**config.mk**
```make
export PLATFORM = sky130hd
export DESIGN_NAME = binary_heap_priority_queue
export DESIGN_NICKNAME = d
export VERILOG_FILES = /design/src/rtl/core/bhpq_pkg.sv /design/src/rtl/core/bhpq_ram.sv /design/src/rtl/core/bhpq_cmp.sv /design/src/rtl/core/binary_heap_priority_queue.sv
export SDC_FILE = /design/constraint.sdc
export NUM_CORES = 2
export LEC_CHECK = 0
export ABC_AREA = 1
export BUFFER_PORTS_ARGS = -buffer_cell sky130_fd_sc_hd__buf_2
export CORE_MARGIN = 2
export CORE_UTILIZATION = 48
export CTS_BUF_LIST = sky130_fd_sc_hd__clkbuf_16
export CTS_CLUSTER_DIAMETER = 150
export CTS_CLUSTER_SIZE = 14
export DETAILED_ROUTE_END_ITERATION = 8
export PLACE_DENSITY = 0.66
export SYNTH_ARGS = -nofsm -noshare
export SYNTH_HDL_FRONTEND = slang
export SYNTH_HIERARCHICAL = 1
export SYNTH_SLANG_ARGS = --single-unit
export TNS_END_PERCENT = 100
```
**constraint.sdc**
```tcl
create_clock -name clk -period 6.3 [get_ports clk]
set_input_delay 0.63 -clock clk [delete_from_list [all_inputs] [get_ports clk]]
set_output_delay 0.63 -clock clk [all_outputs]
set_load 0.02 [all_outputs]
```
**src/rtl/core/bhpq_pkg.sv**
```systemverilog
// Shared constants, entry type and result codes of the binary heap priority queue.
// Depends on nothing; bhpq_cmp and the top level take names from here by scope.
`timescale 1ns / 1ps
`default_nettype none

package bhpq_pkg;

    localparam int CAPACITY  = 64;
    localparam int TAG_WIDTH = 16;
    localparam int KEY_W     = 32;
    localparam int ADDR_W    = $clog2(CAPACITY);
    localparam int CNT_W     = $clog2(CAPACITY + 1);
    localparam int IDX_W     = ADDR_W + 1;
    localparam int EXT_W     = IDX_W + 1;

    localparam logic OP_PUSH = 1'b0;
    localparam logic OP_POP  = 1'b1;

    typedef enum logic [1:0] {
        ERR_OK    = 2'd0,
        ERR_FULL  = 2'd1,
        ERR_EMPTY = 2'd2
    } err_t;

    typedef struct packed {
        logic signed [KEY_W-1:0] key;
        logic [TAG_WIDTH-1:0]    tag;
    } entry_t;

endpackage

`default_nettype wire

```
**src/rtl/core/bhpq_ram.sv**
```systemverilog
// Generic single-write, single-read RAM with registered read data.
// Depends on nothing; width and depth come in as parameters.
`timescale 1ns / 1ps
`default_nettype none

module bhpq_ram #(
    parameter int WIDTH = 8,
    parameter int DEPTH = 16
) (
    input  wire logic                     clk,
    input  wire logic                     we,
    input  wire logic [$clog2(DEPTH)-1:0] waddr,
    input  wire logic [WIDTH-1:0]         wdata,
    input  wire logic [$clog2(DEPTH)-1:0] raddr,
    output logic      [WIDTH-1:0]         rdata
);

    logic [WIDTH-1:0] mem [DEPTH];
    logic [WIDTH-1:0] rdata_reg;

    always_ff @(posedge clk)
    begin
        if (we)
        begin
            mem[waddr] <= wdata;
        end
        rdata_reg <= mem[raddr];
    end

    assign rdata = rdata_reg;

endmodule

`default_nettype wire

```
**src/rtl/core/bhpq_cmp.sv**
```systemverilog
// Shared priority comparator: is key a strictly ahead of key b in the selected order.
// Depends on bhpq_pkg for the key width.
`timescale 1ns / 1ps
`default_nettype none

module bhpq_cmp (
    input  wire logic signed [bhpq_pkg::KEY_W-1:0] a_key,
    input  wire logic signed [bhpq_pkg::KEY_W-1:0] b_key,
    input  wire logic                              max_first,
    output logic                                   ahead
);

    always_comb
    begin
        if (max_first)
        begin
            ahead = (a_key > b_key);
        end
        else
        begin
            ahead = (a_key < b_key);
        end
    end

endmodule

`default_nettype wire

```
**src/rtl/core/binary_heap_priority_queue.sv**
```systemverilog
// Top level of the binary heap priority queue: sequencer, heap RAM and comparator.
// Depends on bhpq_pkg, bhpq_ram and bhpq_cmp.
//
// channel   | handshake            | word
// ----------+----------------------+-----------------------------------------------
// command   | start / busy         | operation, key, value_tag
// result    | done (1-cycle pulse) | popped_*, error_code, top_*, entry_count
// config    | cfg_valid/cfg_ready  | cfg_data (max_first)
//
// A push reads the parent and compares at each level climbed; a pop loads the last
// entry, then reads the left and right child, picks and compares at each level
// descended. The single RAM read port and the one comparator set the pace. Errors
// and the pop of the last entry go straight to the finish state; a new command is
// taken in the done cycle. Reset clears count, order (max first) and the sequencer;
// the RAM holds no reset. Results cannot be stalled: done pulses once.
`timescale 1ns / 1ps
`default_nettype none

module binary_heap_priority_queue (
    input  wire logic                                  clk,
    input  wire logic                                  rst_n,
    input  wire logic                                  start,
    output logic                                       busy,
    input  wire logic                                  operation,
    input  wire logic signed [31:0]                    key,
    input  wire logic [15:0]                           value_tag,
    output logic                                       done,
    output logic                                       popped_valid,
    output logic signed [31:0]                         popped_key,
    output logic [15:0]                                popped_tag,
    output logic [1:0]                                 error_code,
    output logic                                       top_valid,
    output logic signed [31:0]                         top_key,
    output logic [15:0]                                top_tag,
    output logic [6:0]                                 entry_count,
    input  wire logic                                  cfg_valid,
    output logic                                       cfg_ready,
    input  wire logic                                  cfg_data
);

    typedef enum logic [3:0] {
        S_IDLE,
        S_UP_RD,
        S_UP_CMP,
        S_DN_LOAD,
        S_DN_RDL,
        S_DN_RDR,
        S_DN_PICK,
        S_DN_SWAP,
        S_FIN
    } state_t;

    state_t                              state_reg;
    logic                                busy_reg;
    logic                                done_reg;
    logic                                max_first_reg;
    logic [bhpq_pkg::CNT_W-1:0]          count_reg;
    logic [bhpq_pkg::ADDR_W-1:0]         pos_reg;
    logic [bhpq_pkg::ADDR_W-1:0]         pick_addr_reg;
    logic                                has_right_reg;
    bhpq_pkg::entry_t                    carry_reg;
    bhpq_pkg::entry_t                    left_reg;
    bhpq_pkg::entry_t                    pick_reg;
    bhpq_pkg::entry_t                    top_reg;
    bhpq_pkg::entry_t                    popped_reg;
    logic                                popped_valid_reg;
    bhpq_pkg::err_t                      err_reg;

    logic                                ram_we;
    logic [bhpq_pkg::ADDR_W-1:0]         ram_waddr;
    bhpq_pkg::entry_t                    ram_wdata;
    logic [bhpq_pkg::ADDR_W-1:0]         ram_raddr;
    bhpq_pkg::entry_t                    ram_rdata;

    logic signed [bhpq_pkg::KEY_W-1:0]   cmp_a;
    logic signed [bhpq_pkg::KEY_W-1:0]   cmp_b;
    logic                                cmp_ahead;

    logic [bhpq_pkg::ADDR_W-1:0]         parent_idx;
    logic [bhpq_pkg::EXT_W-1:0]          left_idx;
    logic [bhpq_pkg::EXT_W-1:0]          right_idx;
    logic [bhpq_pkg::EXT_W-1:0]          cnt_ext;

    bhpq_ram #(
        .WIDTH ($bits(bhpq_pkg::entry_t)),
        .DEPTH (bhpq_pkg::CAPACITY)
    ) u_ram (
        .clk   (clk),
        .we    (ram_we),
        .waddr (ram_waddr),
        .wdata (ram_wdata),
        .raddr (ram_raddr),
        .rdata (ram_rdata)
    );

    bhpq_cmp u_cmp (
        .a_key     (cmp_a),
        .b_key     (cmp_b),
        .max_first (max_first_reg),
        .ahead     (cmp_ahead)
    );

    assign parent_idx = (pos_reg - bhpq_pkg::ADDR_W'(1)) >> 1;
    assign left_idx   = bhpq_pkg::EXT_W'({pos_reg, 1'b1});
    assign right_idx  = left_idx + bhpq_pkg::EXT_W'(1);
    assign cnt_ext    = bhpq_pkg::EXT_W'(count_reg);

    always_comb
    begin
        ram_we    = 1'b0;
        ram_waddr = pos_reg;
        ram_wdata = carry_reg;
        ram_raddr = '0;
        cmp_a     = carry_reg.key;
        cmp_b     = ram_rdata.key;
        case (state_reg)
            S_IDLE:
            begin
                ram_raddr = bhpq_pkg::ADDR_W'(count_reg - bhpq_pkg::CNT_W'(1));
            end
            S_UP_RD:
            begin
                if (pos_reg == '0)
                begin
                    ram_we = 1'b1;
                end
                else
                begin
                    ram_raddr = parent_idx;
                end
            end
            S_UP_CMP:
            begin
                ram_we = 1'b1;
                if (cmp_ahead)
                begin
                    ram_wdata = ram_rdata;
                end
            end
            S_DN_RDL:
            begin
                if (left_idx >= cnt_ext)
                begin
                    ram_we = 1'b1;
                end
                else
                begin
                    ram_raddr = left_idx[bhpq_pkg::ADDR_W-1:0];
                end
            end
            S_DN_RDR:
            begin
                ram_raddr = right_idx[bhpq_pkg::ADDR_W-1:0];
            end
            S_DN_PICK:
            begin
                cmp_a = ram_rdata.key;
                cmp_b = left_reg.key;
            end
            S_DN_SWAP:
            begin
                cmp_a  = pick_reg.key;
                cmp_b  = carry_reg.key;
                ram_we = 1'b1;
                if (cmp_ahead)
                begin
                    ram_wdata = pick_reg;
                end
            end
            default:
            begin
                ram_we = 1'b0;
            end
        endcase
    end

    always_ff @(posedge clk or negedge rst_n)
    begin
        if (!rst_n)
        begin
            state_reg        <= S_IDLE;
            busy_reg         <= 1'b0;
            done_reg         <= 1'b0;
            max_first_reg    <= 1'b1;
            count_reg        <= '0;
            popped_valid_reg <= 1'b0;
            err_reg          <= bhpq_pkg::ERR_OK;
        end
        else
        begin
            done_reg <= 1'b0;
            if (cfg_valid && cfg_ready)
            begin
                max_first_reg <= cfg_data;
            end
            if (ram_we && (ram_waddr == '0))
            begin
                top_reg <= ram_wdata;
            end
            case (state_reg)
                S_IDLE:
                begin
                    if (start)
                    begin
                        busy_reg         <= 1'b1;
                        popped_valid_reg <= 1'b0;
                        popped_reg       <= '0;
                        err_reg          <= bhpq_pkg::ERR_OK;
                        state_reg        <= S_FIN;
                        if (operation == bhpq_pkg::OP_PUSH)
                        begin
                            if (count_reg == bhpq_pkg::CNT_W'(bhpq_pkg::CAPACITY))
                            begin
                                err_reg <= bhpq_pkg::ERR_FULL;
                            end
                            else
                            begin
                                carry_reg.key <= key;
                                carry_reg.tag <= bhpq_pkg::TAG_WIDTH'(value_tag);
                                pos_reg       <= bhpq_pkg::ADDR_W'(count_reg);
                                count_reg     <= count_reg + bhpq_pkg::CNT_W'(1);
                                state_reg     <= S_UP_RD;
                            end
                        end
                        else if (count_reg == '0)
                        begin
                            err_reg <= bhpq_pkg::ERR_EMPTY;
                        end
                        else
                        begin
                            popped_valid_reg <= 1'b1;
                            popped_reg       <= top_reg;
                            count_reg        <= count_reg - bhpq_pkg::CNT_W'(1);
                            if (count_reg != bhpq_pkg::CNT_W'(1))
                            begin
                                state_reg <= S_DN_LOAD;
                            end
                        end
                    end
                end
                S_UP_RD:
                begin
                    if (pos_reg == '0)
                    begin
                        state_reg <= S_FIN;
                    end
                    else
                    begin
                        state_reg <= S_UP_CMP;
                    end
                end
                S_UP_CMP:
                begin
                    if (cmp_ahead)
                    begin
                        pos_reg   <= parent_idx;
                        state_reg <= S_UP_RD;
                    end
                    else
                    begin
                        state_reg <= S_FIN;
                    end
                end
                S_DN_LOAD:
                begin
                    carry_reg <= ram_rdata;
                    pos_reg   <= '0;
                    state_reg <= S_DN_RDL;
                end
                S_DN_RDL:
                begin
                    if (left_idx >= cnt_ext)
                    begin
                        state_reg <= S_FIN;
                    end
                    else
                    begin
                        state_reg <= S_DN_RDR;
                    end
                end
                S_DN_RDR:
                begin
                    left_reg      <= ram_rdata;
                    has_right_reg <= (right_idx < cnt_ext);
                    state_reg     <= S_DN_PICK;
                end
                S_DN_PICK:
                begin
                    if (has_right_reg && cmp_ahead)
                    begin
                        pick_reg      <= ram_rdata;
                        pick_addr_reg <= right_idx[bhpq_pkg::ADDR_W-1:0];
                    end
                    else
                    begin
                        pick_reg      <= left_reg;
                        pick_addr_reg <= left_idx[bhpq_pkg::ADDR_W-1:0];
                    end
                    state_reg <= S_DN_SWAP;
                end
                S_DN_SWAP:
                begin
                    if (cmp_ahead)
                    begin
                        pos_reg   <= pick_addr_reg;
                        state_reg <= S_DN_RDL;
                    end
                    else
                    begin
                        state_reg <= S_FIN;
                    end
                end
                S_FIN:
                begin
                    done_reg  <= 1'b1;
                    busy_reg  <= 1'b0;
                    state_reg <= S_IDLE;
                end
                default:
                begin
                    state_reg <= S_IDLE;
                end
            endcase
        end
    end

    assign busy         = busy_reg;
    assign cfg_ready    = !busy_reg;
    assign done         = done_reg;
    assign popped_valid = popped_valid_reg;
    assign popped_key   = popped_reg.key;
    assign popped_tag   = 16'(popped_reg.tag);
    assign error_code   = err_reg;
    assign top_valid    = (count_reg != '0);
    assign top_key      = top_valid ? top_reg.key : '0;
    assign top_tag      = top_valid ? 16'(top_reg.tag) : '0;
    assign entry_count  = 7'(count_reg);

    a_count_bound: assert property (@(posedge clk) disable iff (!rst_n)
        count_reg <= bhpq_pkg::CNT_W'(bhpq_pkg::CAPACITY))
        else $error("entry count beyond capacity");

    a_done_pulse: assert property (@(posedge clk) disable iff (!rst_n)
        done |=> !done)
        else $error("done held for more than one cycle");

    a_start_busy: assert property (@(posedge clk) disable iff (!rst_n)
        (start && !busy) |=> busy)
        else $error("accepted command did not raise busy");

    a_full_count: assert property (@(posedge clk) disable iff (!rst_n)
        (done && (error_code == bhpq_pkg::ERR_FULL)) |->
            (count_reg == bhpq_pkg::CNT_W'(bhpq_pkg::CAPACITY)))
        else $error("full error reported below capacity");

    a_pop_empty: assert property (@(posedge clk) disable iff (!rst_n)
        (done && (error_code == bhpq_pkg::ERR_EMPTY)) |-> (!popped_valid && !top_valid))
        else $error("empty pop reported an entry");

endmodule

`default_nettype wire
```
Word level (Yosys, flattened, before mapping) --
Memory sizes are Yosys's and may differ from the RTL's. A register that Yosys moved wholly into a read port is not among the register bits. Index checks and enable logic that the tools add are counted. Widths: inputs -> output; s select.
Storage, ports and cells: memories kept 1, flip-flop bits (word level) 270, memory bits (writable) 3072, word-level logic and storage cells 119, output and inout port bits 110
Operators by class: muxes and demuxes 49, order comparisons 4, equal/unequal tests 17, bitwise logic cells 1, reduce and logical (&&, ||, !) cells 22, add/subtract/negate cells 4
Memory list:
- u_ram.mem | words 64, width 48, rd ports 1, clocked after Yosys merged registers in 1, wr ports 1, line bhpq_ram.sv:18 | logic [WIDTH-1:0] mem [DEPTH];
Operator list (count):
- $mux 48 | 6
- $pmux 48 s2 | 2
- $pmux 32 s2 | 2
- $pmux 6 s4 | 2
- $mux 6 | 7
- $mux 4 | 9
- $gt 32x32->1 | 1
- $lt 32x32->1 | 1
- $mux 32 | 1
- $pmux 4 s8 | 1
- $mux 7 | 3
- $eq 4x3->1 const B | 4
- $mux 16 | 1
- $ne 2x2->1 const B | 7
- $mux 1 | 10
- $reduce_and 2->1 | 5
- $add 7x1->8 const B | 1
- $eq 4x2->1 const B | 2
- $lt 8x7->1 | 1
- $add 7x1->7 const B | 1
- $eq 7x7->1 const B | 1
- $ge 7x7->1 | 1
- $logic_not 7->1 | 1
- $ne 7x1->1 const B | 1
- 21 further kinds | 26

Longest topological paths before layout --
word-level depth 6, gate-level depth with buffers 31, gate-level depth less buffers 28

By module --
Netlist, hierarchy kept.
Modules (own cells, without submodules):
- bhpq_ram | area each 124330.5 sq um, sequential area each 93209.4 sq um, cells each 10108, times used 1
- binary_heap_priority_queue | area each 13131.3 sq um, sequential area each 8023.9 sq um, cells each 1314, times used 1
- bhpq_cmp | area each 922.1 sq um, sequential area each 0.0 sq um, cells each 149, times used 1

Worst setup path after synthesis --
OpenSTA, ideal clock, no wires.
path kind register -> register, start point register count_reg (netlist bit entry_count[2]), end point memory u_ram/mem[48][0] (netlist name), enable pin, data required time 5726 ps, slack -842 ps, library setup time 574 ps, buffers on the path 2, data arrival time 6567 ps, stages on the path, launching flop included 13, cell sequence dfrtp_1 > buf_2 > inv_1 > ha_1 > nand3_1 > nand3_1 > nand2_1 > nand2_1 > nand2_1 > nand3_1 > clkbuf_1 > nand4_1 > nor4_1
On the way: cells in the longest elaborated chain, start to end 5
RTL lines:
- start: declaration | line binary_heap_priority_queue.sv:57 | logic [bhpq_pkg::CNT_W-1:0] count_reg;
- start signal: assignment | line binary_heap_priority_queue.sv:221 | count_reg <= count_reg + bhpq_pkg::CNT_W'(1);
- start signal: assignment | line binary_heap_priority_queue.sv:233 | count_reg <= count_reg - bhpq_pkg::CNT_W'(1);
- $ge 7x7->1 | line binary_heap_priority_queue.sv:142 | if (left_idx >= cnt_ext)
- $mux 1 | line binary_heap_priority_queue.sv:142
- $pmux 1 s3 | line binary_heap_priority_queue.sv:116 | case (state_reg)
- net ram_we | line binary_heap_priority_queue.sv:69 | logic ram_we;
- $mux 1 | line bhpq_ram.sv:23 | if (we)
- $mux 1 (not written as such) | line bhpq_ram.sv:25 | mem[waddr] <= wdata;
- end: declaration | line bhpq_ram.sv:18
The timed path passes the listed nets, and every way through them passes these cells.

==> run_summary.xml <==
<?xml version="1.0" encoding="UTF-8"?>
<metrics>
  <group name="worst_setup_path">
    <metric name="regToRegEndpoint" unit="">u_ram/mem[4][14]</metric>
    <metric name="timing.critical_path.fanout_max" unit="">64</metric>
    <metric name="crit_path_end_kind" unit="">flop</metric>
    <metric name="worst_r2r_startpoint" unit="">state_reg[2]</metric>
    <metric name="crit_required" unit="ns">6.88</metric>
    <metric name="worstPathArrival" unit="ns">6.62</metric>
    <metric name="cp_cell_sequence" unit="">nand2_4 -&gt; inv_1 -&gt; nand2_1 -&gt; clkinvlp_4 -&gt; buf_4 -&gt; o221ai_1 -&gt; inv_1 -&gt; ha_1 -&gt; nand2_1 -&gt; nor2_1 -&gt; nand2_2 -&gt; nor4_4 -&gt; nand2_2 -&gt; nand3_1 -&gt; nand3_1 -&gt; nand2_1 -&gt; inv_1 -&gt; nand2_4 -&gt; nand2_4 -&gt; inv_2 -&gt; buf_12 -&gt; nand2_1 -&gt; o211ai_1 -&gt; buf_4</metric>
    <metric name="timing.reg2reg.setup_slack" unit="ns">0.27</metric>
    <metric name="path_class" unit="">reg -&gt; reg</metric>
    <metric name="number_of_cells_on_the_worst_reg_to_reg_path" unit="">24</metric>
    <metric name="crit_top_cell" unit="">nand2_1</metric>
    <metric name="critPathSlowestCell" unit="">buf_4</metric>
    <metric name="worst_setup_path_start_kind" unit="">flop</metric>
    <metric name="max_stage_delay" unit="ns">0.53</metric>
  </group>
  <group name="drt">
    <metric name="detail_routed_net_length_per_standard_cell" unit="µm">29.9</metric>
    <metric name="remaining_drc_errors" unit="">0</metric>
    <metric name="first_iter_violations" unit="">15600</metric>
    <metric name="route.vias.total" unit="">97200</metric>
    <metric name="final_antenna_net_count" unit="">0</metric>
    <metric name="via_per_inst" unit="">6.24</metric>
    <metric name="finalWirelength" unit="mm">466</metric>
    <metric name="drt_pass1_iterations" unit="">9</metric>
  </group>
  <group name="layout">
    <metric name="final_nets" unit="">11700</metric>
    <metric name="post-route-util" unit="">0.532</metric>
    <metric name="postLayoutCellArea" unit="µm²">153000</metric>
    <metric name="largest_register_ffs" unit="">3072</metric>
    <metric name="fill_cells" unit="">23700</metric>
    <metric name="top_register" unit="">u_ram/mem</metric>
    <metric name="layout-drive-gt1-share" unit="">0.0798</metric>
    <metric name="seq_area" unit="µm²">101000</metric>
    <metric name="multi_input_comb_area" unit="µm²">33100</metric>
    <metric name="syn_to_final_growth" unit="%">10.4</metric>
  </group>
  <group name="power_and_ir_drop">
    <metric name="leakage_power_total" unit="µW">0.0546</metric>
    <metric name="cellInternalPower" unit="µW">48200</metric>
    <metric name="switching_power" unit="µW">38800</metric>
    <metric name="power.share.switching" unit="">0.446</metric>
    <metric name="fraction_of_power_consumed_by_the_clock_network" unit="">0.187</metric>
    <metric name="power.share.sequential" unit="">0.336</metric>
    <metric name="comb_power_share" unit="">0.477</metric>
    <metric name="max-vdd-ir-drop" unit="mV">0.716</metric>
    <metric name="power_density" unit="nW/µm²">570</metric>
  </group>
  <group name="clocking">
    <metric name="cts.path.max_buffers" unit="">4</metric>
    <metric name="cts.sink_count" unit="">3390</metric>
    <metric name="cts.clk_slew.worst_paths" unit="ns">0.07</metric>
    <metric name="clk_root_buffer_cell" unit="">clkbuf_16</metric>
    <metric name="tritoncts" unit="">yes</metric>
    <metric name="worstSkewPairLatency" unit="ns">0.90</metric>
    <metric name="numCtsBuffers" unit="">284</metric>
    <metric name="depth_of_the_cts_h_tree" unit="">5</metric>
  </group>
  <group name="yosys">
    <metric name="post-synth-top-area-fraction" unit="">0.722</metric>
    <metric name="netlist-cell-type-count" unit="">45</metric>
    <metric name="postSynthNetCount" unit="">11700</metric>
    <metric name="post_synthesis_cells" unit="">11600</metric>
    <metric name="synth-edff-count" unit="">3325</metric>
    <metric name="yosysWarningCount" unit="">6</metric>
    <metric name="synth.area.top_cells" unit="">edfxtp_1, nand3_1, nand2_1, buf_2, dfxtp_1</metric>
    <metric name="most_used_standard_cell_by_instance_count_after_synthesis" unit="">nand2_1</metric>
    <metric name="synth_seq_cells" unit="">3390</metric>
    <metric name="synth.largest_area_cell" unit="">edfxtp_1</metric>
    <metric name="sequential_cell_area_fraction_in_the_yosys_report" unit="">0.732</metric>
    <metric name="netlist_top_cells_count" unit="">nand2_1, edfxtp_1, nand3_1, buf_2, inv_1</metric>
    <metric name="syn_avg_cell_area" unit="µm²">12.0</metric>
    <metric name="synthFlopType" unit="">edfxtp_1</metric>
    <metric name="synth-async-reset-ratio" unit="">0.00501</metric>
    <metric name="syn-cell-area" unit="µm²">138000</metric>
  </group>
  <group name="floorplan">
    <metric name="die-height" unit="µm">541</metric>
    <metric name="design.portCount" unit="">164</metric>
    <metric name="design.die.area" unit="µm²">293000</metric>
    <metric name="placeableCoreArea" unit="µm²">287000</metric>
    <metric name="starting_density_of_the_core" unit="">0.481</metric>
    <metric name="rows" unit="">197</metric>
    <metric name="dieWidth" unit="µm">541</metric>
  </group>
  <group name="outcome">
    <metric name="run_status" unit="">finished, final reports clean</metric>
  </group>
  <group name="sta">
    <metric name="peak_freq" unit="MHz">166</metric>
    <metric name="final.setup_skew" unit="ns">0.0610</metric>
    <metric name="number_of_setup_violations_in_the_final_report" unit="">0</metric>
    <metric name="period_share" unit="">0.958</metric>
    <metric name="finalWorstPathRequiredPeriod" unit="ns">6.03</metric>
    <metric name="rsz0062_at_grt" unit="">false</metric>
    <metric name="final.hold.worst_slack" unit="ns">0.137</metric>
    <metric name="slew_viol_final" unit="">0</metric>
    <metric name="worst_slew_pin_slew" unit="ns">1.23</metric>
    <metric name="timing.setup.tns" unit="ns">0</metric>
    <metric name="worst_slew_margin_rel" unit="">0.181</metric>
    <metric name="finalHoldViolations" unit="">0</metric>
  </group>
  <group name="global_route">
    <metric name="grt_start_max_net_pins" unit="">183</metric>
    <metric name="grt_overflow" unit="">0</metric>
    <metric name="grt_pass1_vias" unit="">89400</metric>
    <metric name="first_pass_grt_wire_length" unit="mm">654</metric>
    <metric name="grt_use_total" unit="">0.311</metric>
    <metric name="grt_antenna_before_repair" unit="">36</metric>
  </group>
  <group name="run">
    <metric name="drv.max_cap_violation_count" unit="">0</metric>
  </group>
  <group name="hold_path">
    <metric name="hold_path_end" unit="">busy</metric>
    <metric name="hold_start" unit="">start</metric>
    <metric name="hold_path.class" unit="">in -&gt; reg</metric>
    <metric name="worstHoldPathCells" unit="">3</metric>
  </group>
  <group name="placed_design">
    <metric name="detailed_place_hpwl" unit="mm">243</metric>
    <metric name="io_buffer_count" unit="">163</metric>
    <metric name="post_dp_cell_area" unit="µm²">145000</metric>
    <metric name="place.gp.congestion" unit="">0.952</metric>
  </group>
</metrics>
[kinds of logic (layout without fill, tap and decap cells)]
logic type      Yosys count  after routing  synth area share
xor+xnor                 17             17           0.00108
flops                  3390           3390             0.732
compound gates          290            291            0.0132
other cells               0              8                 0
fa+ha+maj                50             50           0.00452
simple gates           6859           6859             0.214
buf+inv                 965           1178            0.0361
[placed cells by master (no fill, tap or decap), types with 5 or more instances in the layout]
master and count:
a21oi_1 26, clkbuf_16 295, nand2_1 3740, dfxtp_1 48, clkinv_8 5, nor2_1 130, o221ai_1 53, buf_4 222
o21ai_0 132, nand2_2 8, edfxtp_1 3325, inv_1 362, o21ai_4 15, o211ai_1 36, diode_2 8, nor4_2 8
buf_12 111, nand3_1 2877, o221ai_4 15, nand2_4 5, nor2_4 64, inv_2 6, xor2_1 15, ha_1 50
dfrtp_1 16, nand4_1 18, buf_2 163
[through the flow]
stage,total power [µW],cells,worst slack (ns)
2_1_floorplan,57400,11600,-0.842
3_3_place_gp,69300,15100,0.428
3_5_place_dp,70000,15100,0.302
4_1_cts,86000,15600,0.297
5_1_grt,91100,15600,0.0681
6_report,87000,15600,0.267
[worst max-delay path, delay by kind of cell, from the launching register on]
kind	cells	cell delay [ns]
adder cells (fa/ha/maj)	1	0.30
buffers and inverters	8	2.28
AO/OA/AOI/OAI	2	0.34
AND/OR/NAND/NOR	13	2.31
flip-flops	1	0.46
[layer usage]
metal,GRT usage,wire length (µm),up-vias
li1,-,-,41000
met1,0.413,167000,47500
met2,0.463,202000,7172
met3,0.0839,65100,1434
met4,0.173,30500,42
met5,0,264,-
[repair_timing]
item                                    CTS  global route
resized for setup                         0             1
endpoints found under the hold margin    17             0
endpoints found under the setup margin    0          1085
setup buffers                             0             0
hold buffers                              3             0
[power by group through the flow]
| stage | clock (µW) | sequential, µW | combinational [µW] |
|---|---|---|---|
| 2_1_floorplan | 0 | 30000 | 27400 |
| 3_3_place_gp | 0 | 29700 | 39600 |
| 3_5_place_dp | 0 | 29700 | 40200 |
| 4_1_cts | 16400 | 29200 | 40400 |
| 5_1_grt | 17100 | 29300 | 44700 |
| 6_report | 16300 | 29300 | 41500 |
[final cells by class]
class                      instances  share of cell area
sequential                      3390               0.662
timing repair buffer             499              0.0310
multi-input combinational       7217               0.217
clock buffer                     295              0.0483
inverter                         226             0.00586
antenna                            8            0.000131
clock inverter                   158             0.00449
tap                             3781              0.0310
[worst max-delay path by stage]
stage / startpoint / to / cells after the start
after floorplan: entry_count[2] / u_ram/mem[48][0] / 12
after global placement: state_reg[2] / u_ram/mem[62][9] / 23
after detailed placement: state_reg[2] / u_ram/mem[57][39] / 21
after CTS: state_reg[2] / u_ram/mem[17][39] / 21
after global routing: state_reg[2] / u_ram/mem[9][37] / 23
final: state_reg[2] / u_ram/mem[4][14] / 24
Note: power is estimated with default switching activity, not from simulation.
